File: config.mk
export PLATFORM = sky130hd
export DESIGN_NAME = ll1_ctrl
export DESIGN_NICKNAME = d
export VERILOG_FILES = /design/src/ll1_pkg.sv /design/src/ll1_ctrl.sv
export SDC_FILE = /design/constraint.sdc
export NUM_CORES = 1
export LEC_CHECK = 0
export BUFFER_PORTS_ARGS = -buffer_cell sky130_fd_sc_hd__buf_2
export CAP_MARGIN = 30
export CORE_UTILIZATION = 50
export CTS_CLUSTER_DIAMETER = 60
export CTS_CLUSTER_SIZE = 14
export DETAILED_ROUTE_END_ITERATION = 8
export PLACE_DENSITY_LB_ADDON = 0.15
export SYNTH_ARGS = -nofsm -noshare
export SYNTH_HDL_FRONTEND = slang
export SYNTH_SLANG_ARGS = --single-unit
File: constraint.sdc
create_clock -name clk_i -period 3.3 [get_ports clk_i]
set_input_delay 0.825 -clock clk_i [delete_from_list [all_inputs] [get_ports clk_i]]
set_output_delay 0.825 -clock clk_i [all_outputs]
set_load 0.02 [all_outputs]
File: src/ll1_pkg.sv
// Shared types and constants of the LL(1) predictive parse engine.
package ll1_pkg;

  localparam int unsigned NonTerminals = 16;
  localparam int unsigned Terminals    = 16;
  localparam int unsigned Productions  = 64;
  localparam int unsigned BodyMax      = 8;
  localparam int unsigned StackSize    = 64;

  localparam int unsigned CellW  = 7;
  localparam int unsigned TabAw  = 8;
  localparam int unsigned ProdW  = 6;
  localparam int unsigned PosW   = 3;
  localparam int unsigned SymW   = 5;
  localparam int unsigned LenW   = 4;
  localparam int unsigned SpW    = 7;
  localparam int unsigned StkAw  = 6;
  localparam int unsigned ExpW   = 8;
  localparam int unsigned CfgIdxW = 3;
  localparam int unsigned CfgDatW = 8;

  localparam logic [CellW-1:0] CellEmpty = 7'h7F;

  typedef enum logic [1:0] {
    OP_TABLE = 2'd0,
    OP_PROD  = 2'd1,
    OP_START = 2'd2,
    OP_TOKEN = 2'd3
  } op_e;

  typedef enum logic [3:0] {
    ST_LOADED   = 4'd0,
    ST_CONSUMED = 4'd1,
    ST_ACCEPT   = 4'd2,
    ST_MISMATCH = 4'd3,
    ST_LEXICAL  = 4'd4,
    ST_NOENTRY  = 4'd5,
    ST_OVERFLOW = 4'd6,
    ST_LIMIT    = 4'd7,
    ST_IDLE     = 4'd8
  } status_e;

  typedef enum logic [CfgIdxW-1:0] {
    CFG_START_SYM = 3'd0,
    CFG_END_TERM  = 3'd1,
    CFG_NUM_TERM  = 3'd2,
    CFG_EXP_LIMIT = 3'd3
  } cfg_idx_e;

  // Commands from the controller to the datapath
  typedef struct packed {
    logic    capture;
    logic    tbl_wr;
    logic    prod_wr;
    logic    st0_wr;
    logic    st1_wr;
    logic    stk_rd;
    logic    tbl_rd;
    logic    len_rd;
    logic    exp_setup;
    logic    bsym_rd;
    logic    bsym_wr;
    logic    exp_finish;
    logic    consume;
    logic    stop;
    logic    stat_we;
    status_e stat;
  } cmd_t;

  // Status flags from the datapath to the controller
  typedef struct packed {
    op_e  op;
    logic parsing;
    logic sp_bad;
    logic top_is_term;
    logic top_match;
    logic top_is_end;
    logic at_limit;
    logic lexical;
    logic cell_bad;
    logic overflow;
    logic body_empty;
    logic body_last;
  } sts_t;

endpackage

File: src/ll1_ctrl.sv
// Controller state machine of the LL(1) predictive parse engine.
module ll1_ctrl (
  input  logic          clk_i,
  input  logic          rst_ni,
  input  logic          start,
  output logic          busy,
  output logic          done_o,
  input  ll1_pkg::sts_t sts_i,
  output ll1_pkg::cmd_t cmd_o
);
  import ll1_pkg::*;

  typedef enum logic [10:0] {
    S_IDLE = 11'b000_0000_0001,
    S_EXEC = 11'b000_0000_0010,
    S_ST1  = 11'b000_0000_0100,
    S_TOP  = 11'b000_0000_1000,
    S_DEC  = 11'b000_0001_0000,
    S_CELL = 11'b000_0010_0000,
    S_LEN  = 11'b000_0100_0000,
    S_BRD  = 11'b000_1000_0000,
    S_BWR  = 11'b001_0000_0000,
    S_FIN  = 11'b010_0000_0000,
    S_DONE = 11'b100_0000_0000
  } state_e;

  state_e state_q, state_d;

  assign busy   = (state_q != S_IDLE);
  assign done_o = (state_q == S_DONE);

  // Sequence one transaction
  always_comb begin
    state_d = state_q;
    cmd_o   = '0;
    cmd_o.stat = ST_LOADED;
    case (state_q)
      S_IDLE: begin
        if (start) begin
          cmd_o.capture = 1'b1;
          state_d = S_EXEC;
        end
      end
      S_EXEC: begin
        cmd_o.stat_we = 1'b1;
        state_d = S_DONE;
        case (sts_i.op)
          OP_TABLE: cmd_o.tbl_wr = 1'b1;
          OP_PROD:  cmd_o.prod_wr = 1'b1;
          OP_START: begin
            cmd_o.st0_wr = 1'b1;
            state_d = S_ST1;
          end
          default: begin
            if (!sts_i.parsing) begin
              cmd_o.stat = ST_IDLE;
            end else begin
              cmd_o.stat_we = 1'b0;
              state_d = S_TOP;
            end
          end
        endcase
      end
      S_ST1: begin
        cmd_o.st1_wr = 1'b1;
        state_d = S_DONE;
      end
      S_TOP: begin
        if (sts_i.sp_bad) begin
          cmd_o.stop = 1'b1;
          cmd_o.stat_we = 1'b1;
          cmd_o.stat = ST_MISMATCH;
          state_d = S_DONE;
        end else begin
          cmd_o.stk_rd = 1'b1;
          state_d = S_DEC;
        end
      end
      S_DEC: begin
        if (sts_i.top_is_term) begin
          cmd_o.stat_we = 1'b1;
          state_d = S_DONE;
          if (!sts_i.top_match) begin
            cmd_o.stop = 1'b1;
            cmd_o.stat = ST_MISMATCH;
          end else if (sts_i.top_is_end) begin
            cmd_o.stop = 1'b1;
            cmd_o.stat = ST_ACCEPT;
          end else begin
            cmd_o.consume = 1'b1;
            cmd_o.stat = ST_CONSUMED;
          end
        end else if (sts_i.at_limit) begin
          cmd_o.stop = 1'b1;
          cmd_o.stat_we = 1'b1;
          cmd_o.stat = ST_LIMIT;
          state_d = S_DONE;
        end else if (sts_i.lexical) begin
          cmd_o.stop = 1'b1;
          cmd_o.stat_we = 1'b1;
          cmd_o.stat = ST_LEXICAL;
          state_d = S_DONE;
        end else begin
          cmd_o.tbl_rd = 1'b1;
          state_d = S_CELL;
        end
      end
      S_CELL: begin
        if (sts_i.cell_bad) begin
          cmd_o.stop = 1'b1;
          cmd_o.stat_we = 1'b1;
          cmd_o.stat = ST_NOENTRY;
          state_d = S_DONE;
        end else begin
          cmd_o.len_rd = 1'b1;
          state_d = S_LEN;
        end
      end
      S_LEN: begin
        if (sts_i.overflow) begin
          cmd_o.stop = 1'b1;
          cmd_o.stat_we = 1'b1;
          cmd_o.stat = ST_OVERFLOW;
          state_d = S_DONE;
        end else begin
          cmd_o.exp_setup = 1'b1;
          state_d = sts_i.body_empty ? S_FIN : S_BRD;
        end
      end
      S_BRD: begin
        cmd_o.bsym_rd = 1'b1;
        state_d = S_BWR;
      end
      S_BWR: begin
        cmd_o.bsym_wr = 1'b1;
        state_d = sts_i.body_last ? S_FIN : S_BRD;
      end
      S_FIN: begin
        cmd_o.exp_finish = 1'b1;
        state_d = S_TOP;
      end
      S_DONE: state_d = S_IDLE;
      default: state_d = S_IDLE;
    endcase
  end

  always_ff @(posedge clk_i or negedge rst_ni) begin
    if (!rst_ni) begin
      state_q <= S_IDLE;
    end else begin
      state_q <= state_d;
    end
  end

endmodule

==> results of run 1 <==
-- power by group through the flow --
stage / combinational, mW / sequential, mW / clock, mW
after global routing: 0.252 / 0.193 / 0.101
after floorplan: 0.183 / 0.162 / 0
after detailed placement: 0.225 / 0.190 / 0
after global placement: 0.219 / 0.189 / 0
after CTS: 0.225 / 0.187 / 0.0951
final: 0.227 / 0.189 / 0.0933
-- through the flow --
stage / hold WS [ns] / setup slack [ns] / cells / power (mW) / utilization [%]
2_1_floorplan: 0.529 / 0.329 / 113 / 0.344 / -
3_3_place_gp: 0.611 / 0.532 / 160 / 0.408 / 67.9
3_5_place_dp: 0.622 / 0.482 / 160 / 0.415 / 67.9
4_1_cts: 0.416 / 0.170 / 164 / 0.508 / 69.6
5_1_grt: 0.420 / 0.0292 / 164 / 0.546 / 69.6
6_report: 0.409 / 0.170 / 164 / 0.509 / 69.6
-- cell type report --
type	count	share of cell area [%]
Clock buffer	4	2.39
Inverter	4	1.37
Multi-Input combinational cell	92	52.1
Tap cell	16	1.82
Timing Repair Buffer	37	17.1
Sequential cell	11	25.2
-- cell usage after synthesis, types with 2 or more instances --
| library cell | count |
|---|---|
| nor4_1 | 5 |
| o21ai_0 | 2 |
| and4_1 | 2 |
| nor3b_1 | 4 |
| o211ai_1 | 3 |
| nand2_1 | 5 |
| a211oi_1 | 2 |
| nor2b_1 | 5 |
| inv_1 | 4 |
| and3_1 | 4 |
| a22o_1 | 2 |
| xor2_1 | 2 |
| or3_1 | 2 |
| nor4b_1 | 2 |
| clkbuf_1 | 4 |
| nand4_1 | 2 |
| dfrtp_1 | 10 |
| or2_2 | 2 |
| nor2_1 | 16 |
| nor3_1 | 6 |
| or4_1 | 2 |
| buf_2 | 2 |
| nand3_1 | 7 |
-- worst paths after layout --
check / cells after the start / endpoint
worst max-delay path: 4 / cmd_o[4]
worst max register to register: 3 / state_q[2]$_DFFE_PN0P_
worst min-delay path: 1 / state_q[8]$_DFFE_PN0P_
max in group asynchronous: 1 / state_q[0]$_DFFE_PN1P_
worst min register to register: 2 / state_q[1]$_DFFE_PN0P_
min in group clk_i: 2 / state_q[1]$_DFFE_PN0P_
-- kinds of logic (layout without fill, tap and decap cells) --
group | after synthesis | count (layout) | share of synthesized area (%)
simple gates | 74 | 74 | 48.5
compound gates | 16 | 16 | 13.9
flops | 11 | 11 | 31.1
buf+inv | 10 | 45 | 4.51
xor+xnor | 2 | 2 | 1.97
-- metal layers --
metal  global-route usage (%)  vias to the layer above
li1                         -                      497
met1                     32.7                      462
met2                     41.8                       50
met3                     2.45                        6
met4                     11.5                        0
met5                        0                        -
-- placed cells by master (no fill, tap or decap), types with 2 or more instances in the layout --
cell      count
and4_1        2
nor2_1       16
nor3_1        6
or4_1         2
o211ai_1      3
xor2_1        2
or3_1         2
nor4b_1       2
clkbuf_4      3
nor2b_1       5
dfrtp_1      10
nor4_1        5
o21ai_0       2
inv_1         4
nand3_1       7
nand2_1       5
a22o_1        2
or2_2         2
and3_1        4
nand4_1       2
a211oi_1      2
buf_2        36
nor3b_1       4
-- critical path: stages (launching register included) --
cell and delay [ns]:
dfrtp_1 0.44, or4_1 0.64, or4_4 0.55, o2111ai_1 0.22, buf_2 0.20
==> flow_summary.json, run 1 <==
{
  "outcome": "finished, final reports clean",
  "setup_viol": 0,
  "gp_congestion": 0.919,
  "drc": 0,
  "rsz0062_at_grt": "no",
  "portBuffers": 36,
  "grt_usage_pct": 25.1,
  "period_minus_slack_ns": 3.13,
  "clock_path_buffers": 2,
  "combPwrFrac_pct": 44.5,
  "ys_ff_latch": 11,
  "grt_antenna_before_repair": 0,
  "startpoint_type": "register",
  "wl_met1_microns": 990,
  "tightestPinTransition_ns": 0.485,
  "cp_data_required_time_ns": 2.47,
  "ys_seq_area_share_pct": 31.1,
  "drt-initial-drc-count": 24,
  "cp-end-kind": "output port",
  "post_cts_resize_count": 0,
  "fillers": 130,
  "die-area_sq_mm": 0.00195,
  "clockPowerShare_pct": 18.3,
  "hpwl_microns": 1750,
  "cap_viol_max_count": 0,
  "synth_cell_types": 41,
  "power_switching_uw": 209,
  "num_vias": 1015,
  "power.density_mw_per_mm2": 464,
  "ios": 37,
  "viasPerCell": 6.19,
  "syn_to_final_growth_pct": 23.5,
  "rr_startpoint": "state_q[4]$_DFFE_PN0P_",
  "hp-class": "in -> async",
  "routed_wl_microns": 2210,
  "ys_top_cells_by_area": "dfrtp_1, nor2_1, nand3_1",
  "regToRegSetupSlack_ns": 1.37,
  "detail-route-antenna-nets": 0,
  "syn_area_per_cell_sq_um": 7.86,
  "wl_per_cell_microns": 13.5,
  "synth_edf_count": 0,
  "initial_core_util_pct": 56.3,
  "top_layer": "met4",
  "core_sq_mm": 0.00158,
  "placed_cell_area_sq_mm": 0.00107,
  "cts.sinks": 11,
  "cts.hold.buffers_added": 0,
  "max_flop_register": "state_q",
  "met3_length_microns": 156,
  "pwr-share-seq_pct": 37.1,
  "swShare_pct": 41.1,
  "antennaDiodeCount": 0,
  "worstSkewPairLatency_ns": 0.27,
  "row_count": 14,
  "fin_setup_tns_ns": 0,
  "cts_made_buffers": 3,
  "die_w_microns": 44.2,
  "cts.htree.levels": 1,
  "ys_async_sr_fraction_pct": 100,
  "layout-drive-gt1-share_pct": 31.8,
  "ys_warn_count": 0,
  "worstSetupPathType": "reg -> out",
  "reg_top3": "state_q: 11 flops",
  "syn_area_sq_um": 888,
  "fin_area_sq_mm": 0.00110,
  "leakage_nw": 0.594,
  "yosysTopAreaCell": "dfrtp_1",
  "largest_reg_flops": 11,
  "crit_arrival_ns": 2.31,
  "grt_max_degree": 12,
  "multiInputGateArea_sq_um": 572,
  "synth_top_cell_area_share_pct": 28.2,
  "drv_slew": 0,
  "critPathMaxFanout": 6,
  "postSynthCellCount": 113,
  "die_h_microns": 44.2,
  "synth_ff_type": "dfrtp_1",
  "path_clk_slew_ns": 0.07,
  "timing.final.hold_violations": 0,
  "peakVddDrop_uv": 284,
  "grt_pass1_vias": 872,
  "seqCellArea_sq_um": 277,
  "min_period_over_period_pct": 94.9,
  "grt_pass1_wl_microns": 3620,
  "skew_ns": 0.00119,
  "relSlewSlack_pct": 66.8,
  "route.met2.wl_microns": 1020,
  "gr-total-overflow": 0,
  "fmax_ghz": 0.319,
  "internal_power_uw": 300,
  "startpoint": "state_q[4]$_DFFE_PN0P_",
  "post-cts-setup-buffers": 0,
  "cts_tree": "yes",
  "layout.nets": 165,
  "drtPass1Iterations": 6,
  "synth_fp_nets": 129,
  "clockRootBuffer": "clkbuf_4"
}
(Power assumes the default switching activity.)
==> inputs of run 2 (changes only) <==
--- a/config.mk
+++ b/config.mk
@@ -7,7 +7,7 @@
 export LEC_CHECK = 0
 export BUFFER_PORTS_ARGS = -buffer_cell sky130_fd_sc_hd__buf_2
 export CAP_MARGIN = 30
-export CORE_UTILIZATION = 50
+export CORE_UTILIZATION = 47
 export CTS_CLUSTER_DIAMETER = 60
 export CTS_CLUSTER_SIZE = 14
 export DETAILED_ROUTE_END_ITERATION = 8
==> constraint.sdc (replaced) <==
create_clock -name clk_i -period 3.58 [get_ports clk_i]
set_input_delay 0.895 -clock clk_i [delete_from_list [all_inputs] [get_ports clk_i]]
set_output_delay 0.895 -clock clk_i [all_outputs]
set_load 0.02 [all_outputs]
==> flow_summary.json, run 2 (synthesized netlist as in run 1, its figures left out) <==
{
  "power.density_mw_per_mm2": 433,
  "clock_path_buffers": 2,
  "cts_made_buffers": 3,
  "hp-class": "in -> async",
  "regToRegSetupSlack_ns": 1.64,
  "routed_wl_microns": 2360,
  "clockRootBuffer": "clkbuf_4",
  "fillers": 166,
  "grt_pass1_wl_microns": 3730,
  "grt_use_met3_pct": 2.38,
  "layout.nets": 165,
  "syn_to_final_growth_pct": 24.8,
  "drt-initial-drc-count": 48,
  "grt_use_met1_pct": 33.8,
  "antennaDiodeCount": 0,
  "post_cts_resize_count": 0,
  "peakVddDrop_uv": 199,
  "outcome": "finished, final reports clean",
  "cts.htree.levels": 1,
  "internal_power_uw": 276,
  "startpoint_type": "register",
  "skew_ns": 0.00470,
  "reg_top3": "state_q: 11 flops",
  "layout_commonest_cell": "buf_2",
  "fmax_ghz": 0.312,
  "max_flop_register": "state_q",
  "relSlewSlack_pct": 64.2,
  "gp_congestion": 0.819,
  "ios": 37,
  "grt_antenna_before_repair": 0,
  "critPathMaxFanout": 6,
  "swShare_pct": 42.4,
  "crit_arrival_ns": 2.31,
  "placed_cell_area_sq_mm": 0.00108,
  "timing.final.hold_violations": 0,
  "initial_core_util_pct": 50.9,
  "path_clk_slew_ns": 0.08,
  "startpoint": "state_q[5]$_DFFE_PN0P_",
  "cap_viol_max_count": 0,
  "post-cts-setup-buffers": 0,
  "leakage_nw": 0.594,
  "drv_slew": 0,
  "worstSetupPathType": "reg -> out",
  "grtUsageMet2_pct": 40.9,
  "crit_chain": "or4_1 > or4_4 > o2111ai_1 > buf_2",
  "viasPerCell": 5.72,
  "grt_pass1_vias": 861,
  "layout-drive-gt1-share_pct": 31.8,
  "period_minus_slack_ns": 3.21,
  "pre_cts_slack_ns": 0.708,
  "reg2reg_depth": 3,
  "power_switching_uw": 204,
  "endpoint": "cmd_o[4]",
  "num_vias": 989,
  "fin_area_sq_mm": 0.00111,
  "grt_max_degree": 12,
  "hpwl_microns": 1760,
  "seqCellArea_sq_um": 277,
  "grt_usage_pct": 24.9,
  "cts_tree": "yes",
  "drc": 0,
  "core_sq_mm": 0.00175,
  "power_uw": 480,
  "min_period_over_period_pct": 89.7,
  "cp-end-kind": "output port",
  "drtPass1Iterations": 4,
  "top_usage_layer": "met2",
  "multiInputGateArea_sq_um": 572,
  "die_h_microns": 45.5,
  "fin_ws_ns": 0.370,
  "setup_viol": 0,
  "cts.sinks": 11,
  "pwr-share-seq_pct": 36.6,
  "layout_common_cells": "buf_2, nor2_1, dfrtp_1",
  "worstSkewPairLatency_ns": 0.27,
  "gr-total-overflow": 0,
  "clockPowerShare_pct": 18.3,
  "critPathMaxStageDelay_ns": 0.66,
  "wl_per_cell_microns": 13.7,
  "crit_family": "simple AND/OR/NAND/NOR gates",
  "die-area_sq_mm": 0.00207,
  "tightestPinTransition_ns": 0.524,
  "detail-route-antenna-nets": 0,
  "fin_setup_tns_ns": 0,
  "rsz0062_at_grt": "no",
  "r2r_end": "state_q[2]$_DFFE_PN0P_",
  "path_depth": 4,
  "portBuffers": 36,
  "rr_startpoint": "state_q[5]$_DFFE_PN0P_",
  "timing.critical_path.buf_inv": 1,
  "worst_path_max_delay_cell": "or4_1",
  "cp_data_required_time_ns": 2.68,
  "largest_reg_flops": 11,
  "combPwrFrac_pct": 45.1,
  "die_w_microns": 45.5,
  "row_count": 15,
  "cts.hold.buffers_added": 0
}
-- run 2: power by group through the flow --
stage | registers [mW] | logic, mW | clock network, mW
after floorplan | 0.149 | 0.168 | 0
after global placement | 0.174 | 0.208 | 0
after detailed placement | 0.176 | 0.211 | 0
after CTS | 0.174 | 0.214 | 0.0902
after global routing | 0.180 | 0.238 | 0.0962
final | 0.176 | 0.216 | 0.0880
-- run 2: layer usage --
layer	share of wire, %	wire (microns)	up-vias
met5	0	0	-
met4	0.59	14	0
li1	-	-	497
met3	4.0	94	2
met1	48	1140	453
met2	47	1120	37
-- run 2: layout make-up --
class | instances | share of cell area [%]
clock buffers | 4 | 2.37
inverters | 4 | 1.35
multi-input cells | 92 | 51.6
flip-flops and latches | 11 | 24.9
well taps | 25 | 2.82
repair buffers | 37 | 16.9
-- run 2: worst min-delay path by stage --
stage / startpoint / to / slack (ns) / cells past startpoint
final: rst_ni / state_q[1]$_DFFE_PN0P_ / 0.48 / 1
after global routing: rst_ni / state_q[8]$_DFFE_PN0P_ / 0.50 / 1
after global placement: state_q[7]$_DFFE_PN0P_ / state_q[8]$_DFFE_PN0P_ / 0.61 / 1
after floorplan: state_q[7]$_DFFE_PN0P_ / state_q[8]$_DFFE_PN0P_ / 0.58 / 1
after CTS: rst_ni / state_q[1]$_DFFE_PN0P_ / 0.48 / 1
after detailed placement: state_q[0]$_DFFE_PN1P_ / state_q[1]$_DFFE_PN0P_ / 0.63 / 2
-- run 2: metrics by stage --
stage | cells | hold WS (ns) | util (%)
4_1_cts | 173 | 0.483 | 63.5
6_report | 173 | 0.482 | 63.5
3_3_place_gp | 169 | 0.614 | 62.0
5_1_grt | 173 | 0.495 | 63.5
3_5_place_dp | 169 | 0.633 | 62.0
2_1_floorplan | 113 | 0.579 | -
==> inputs of run 3 (changes only) <==
--- a/config.mk
+++ b/config.mk
@@ -7,7 +7,7 @@
 export LEC_CHECK = 0
 export BUFFER_PORTS_ARGS = -buffer_cell sky130_fd_sc_hd__buf_2
 export CAP_MARGIN = 30
-export CORE_UTILIZATION = 47
+export CORE_UTILIZATION = 42
 export CTS_CLUSTER_DIAMETER = 60
 export CTS_CLUSTER_SIZE = 14
 export DETAILED_ROUTE_END_ITERATION = 8
==> constraint.sdc (replaced) <==
create_clock -name clk_i -period 2.8 [get_ports clk_i]
set_input_delay 0.7 -clock clk_i [delete_from_list [all_inputs] [get_ports clk_i]]
set_output_delay 0.7 -clock clk_i [all_outputs]
set_load 0.02 [all_outputs]
==> flow_summary.json, run 3 (synthesized netlist as in run 1, its figures left out) <==
{
  "failed_checks": "setup timing",
  "peakVddDrop_uv": 364,
  "fmax_ghz": 0.348,
  "worstSetupPathType": "reg -> out",
  "reg_top3": "state_q: 11 flops",
  "cts.htree.levels": 1,
  "regToRegSetupSlack_ns": 0.96,
  "routed_wl_microns": 2890,
  "crit_arrival_ns": 2.17,
  "fin_ws_ns": -0.0720,
  "period_minus_slack_ns": 2.87,
  "gr-total-overflow": 0,
  "max_flop_register": "state_q",
  "wl_per_cell_microns": 15.4,
  "final_cells": 188,
  "layout_common_cells": "buf_2, buf_4, nor2_1",
  "placed_cell_area_sq_mm": 0.00111,
  "path_clk_slew_ns": 0.09,
  "fin_area_sq_mm": 0.00129,
  "cp_data_required_time_ns": 2.10,
  "layout-drive-gt1-share_pct": 47.2,
  "startpoint": "state_q[3]$_DFFE_PN0P_",
  "cts.sinks": 11,
  "multiInputGateArea_sq_um": 639,
  "initial_core_util_pct": 44.8,
  "critPathMaxFanout": 4,
  "syn_to_final_growth_pct": 45.8,
  "clock_path_buffers": 2,
  "startpoint_type": "register",
  "seqCellArea_sq_um": 280,
  "critPathMaxStageDelay_ns": 0.55,
  "core_sq_mm": 0.00198,
  "leakage_nw": 0.676,
  "largest_reg_flops": 11,
  "antennaDiodeCount": 0,
  "min_period_over_period_pct": 103,
  "row_count": 16,
  "gp_congestion": 0.848,
  "final_util_pct": 65.3,
  "r2r_end": "state_q[2]$_DFFE_PN0P_",
  "layout.nets": 178,
  "hpwl_microns": 1860,
  "viasPerCell": 5.72,
  "crit_chain": "or4_4 > or4_4 > nor3b_2 > buf_4",
  "cp-end-kind": "output port",
  "cts_tree": "yes",
  "endpoint": "cmd_o[15]",
  "hp-class": "in -> async",
  "cap_viol_max_count": 0,
  "num_vias": 1076,
  "pre_cts_slack_ns": 0.110,
  "skew_ns": 0.00623,
  "rr_startpoint": "state_q[3]$_DFFE_PN0P_",
  "layout_commonest_cell": "buf_2",
  "cts_made_buffers": 3,
  "setup_viol": 4,
  "rsz0062_at_grt": "yes",
  "drv_slew": 0,
  "clockRootBuffer": "clkbuf_4",
  "power_uw": 694,
  "tightestPinTransition_ns": 0.441,
  "grt_pass1_vias": 819,
  "dp_cells": 175,
  "grt_antenna_before_repair": 0,
  "relSlewSlack_pct": 70.4,
  "worst_path_max_delay_cell": "or4_4",
  "reg2reg_depth": 3,
  "portBuffers": 36,
  "worstSkewPairLatency_ns": 0.29,
  "fin_setup_tns_ns": -0.232,
  "cp_common_cell": "or4_4",
  "outcome": "finished, violations left",
  "die_h_microns": 48.0,
  "grt_pass1_wl_microns": 3700,
  "drc": 0,
  "cts.hold.buffers_added": 0,
  "drt-initial-drc-count": 39,
  "ios": 37,
  "die-area_sq_mm": 0.00230,
  "die_w_microns": 48.0,
  "holdWs_ns": 0.262,
  "detail-route-antenna-nets": 0,
  "power.density_mw_per_mm2": 536,
  "grt_usage_pct": 23.6,
  "timing.final.hold_violations": 0,
  "fillers": 169,
  "grt_max_degree": 12,
  "drtPass1Iterations": 4
}
-- run 3: changes by cell type in the layout (fill, tap and decap cells not counted), sizes merged --
| cell | change |
|---|---|
| clkbuf | -1 |
| clkinv | +1 |
| buf | +13 |
-- run 3: worst min-delay path by stage --
| stage | slack, ns | end | from |
|---|---|---|---|
| final | 0.26 | state_q[2]$_DFFE_PN0P_ | rst_ni |
| after detailed placement | 0.59 | state_q[1]$_DFFE_PN0P_ | rst_ni |
| after global placement | 0.59 | state_q[6]$_DFFE_PN0P_ | rst_ni |
| after CTS | 0.29 | state_q[2]$_DFFE_PN0P_ | rst_ni |
| after global routing | 0.28 | state_q[1]$_DFFE_PN0P_ | rst_ni |
| after floorplan | 0.40 | state_q[10]$_DFFE_PN0P_ | rst_ni |
-- run 3: per-layer routing --
layer	share of wire [%]	global-route usage, %	wire [microns]
met3	5.8	4.53	169
met1	45	32.3	1300
met5	0	0	0
met4	1.9	11.1	55
met2	47	35.4	1370
-- run 3: power breakdown --
part           internal (mW)  switching (mW)  leakage [nW]
logic                  0.155           0.201         0.515
registers              0.183          0.0292         0.144
clock network         0.0532          0.0722        0.0177
-- run 3: timing repair --
item | CTS | global route
endpoints found under the setup margin | 11 | 14
setup buffers | 8 | 1
gates resized for setup | 10 | 11
pin swaps | 5 | 0
-- run 3: worst max-delay path, delay by kind of cell, from the launching register on --
family                 cells  cell delay (ns)
buffers and inverters      1             0.16
DFF                        1             0.44
and+or+nand+nor            3             1.28
-- run 3: layout make-up --
type	count	share of cell area, %
clock buffer	3	1.74
tap	27	2.61
multi-input combinational	92	49.4
clock inverter	1	0.386
inverter	4	1.16
sequential	11	21.6
timing repair buffer	50	23.1
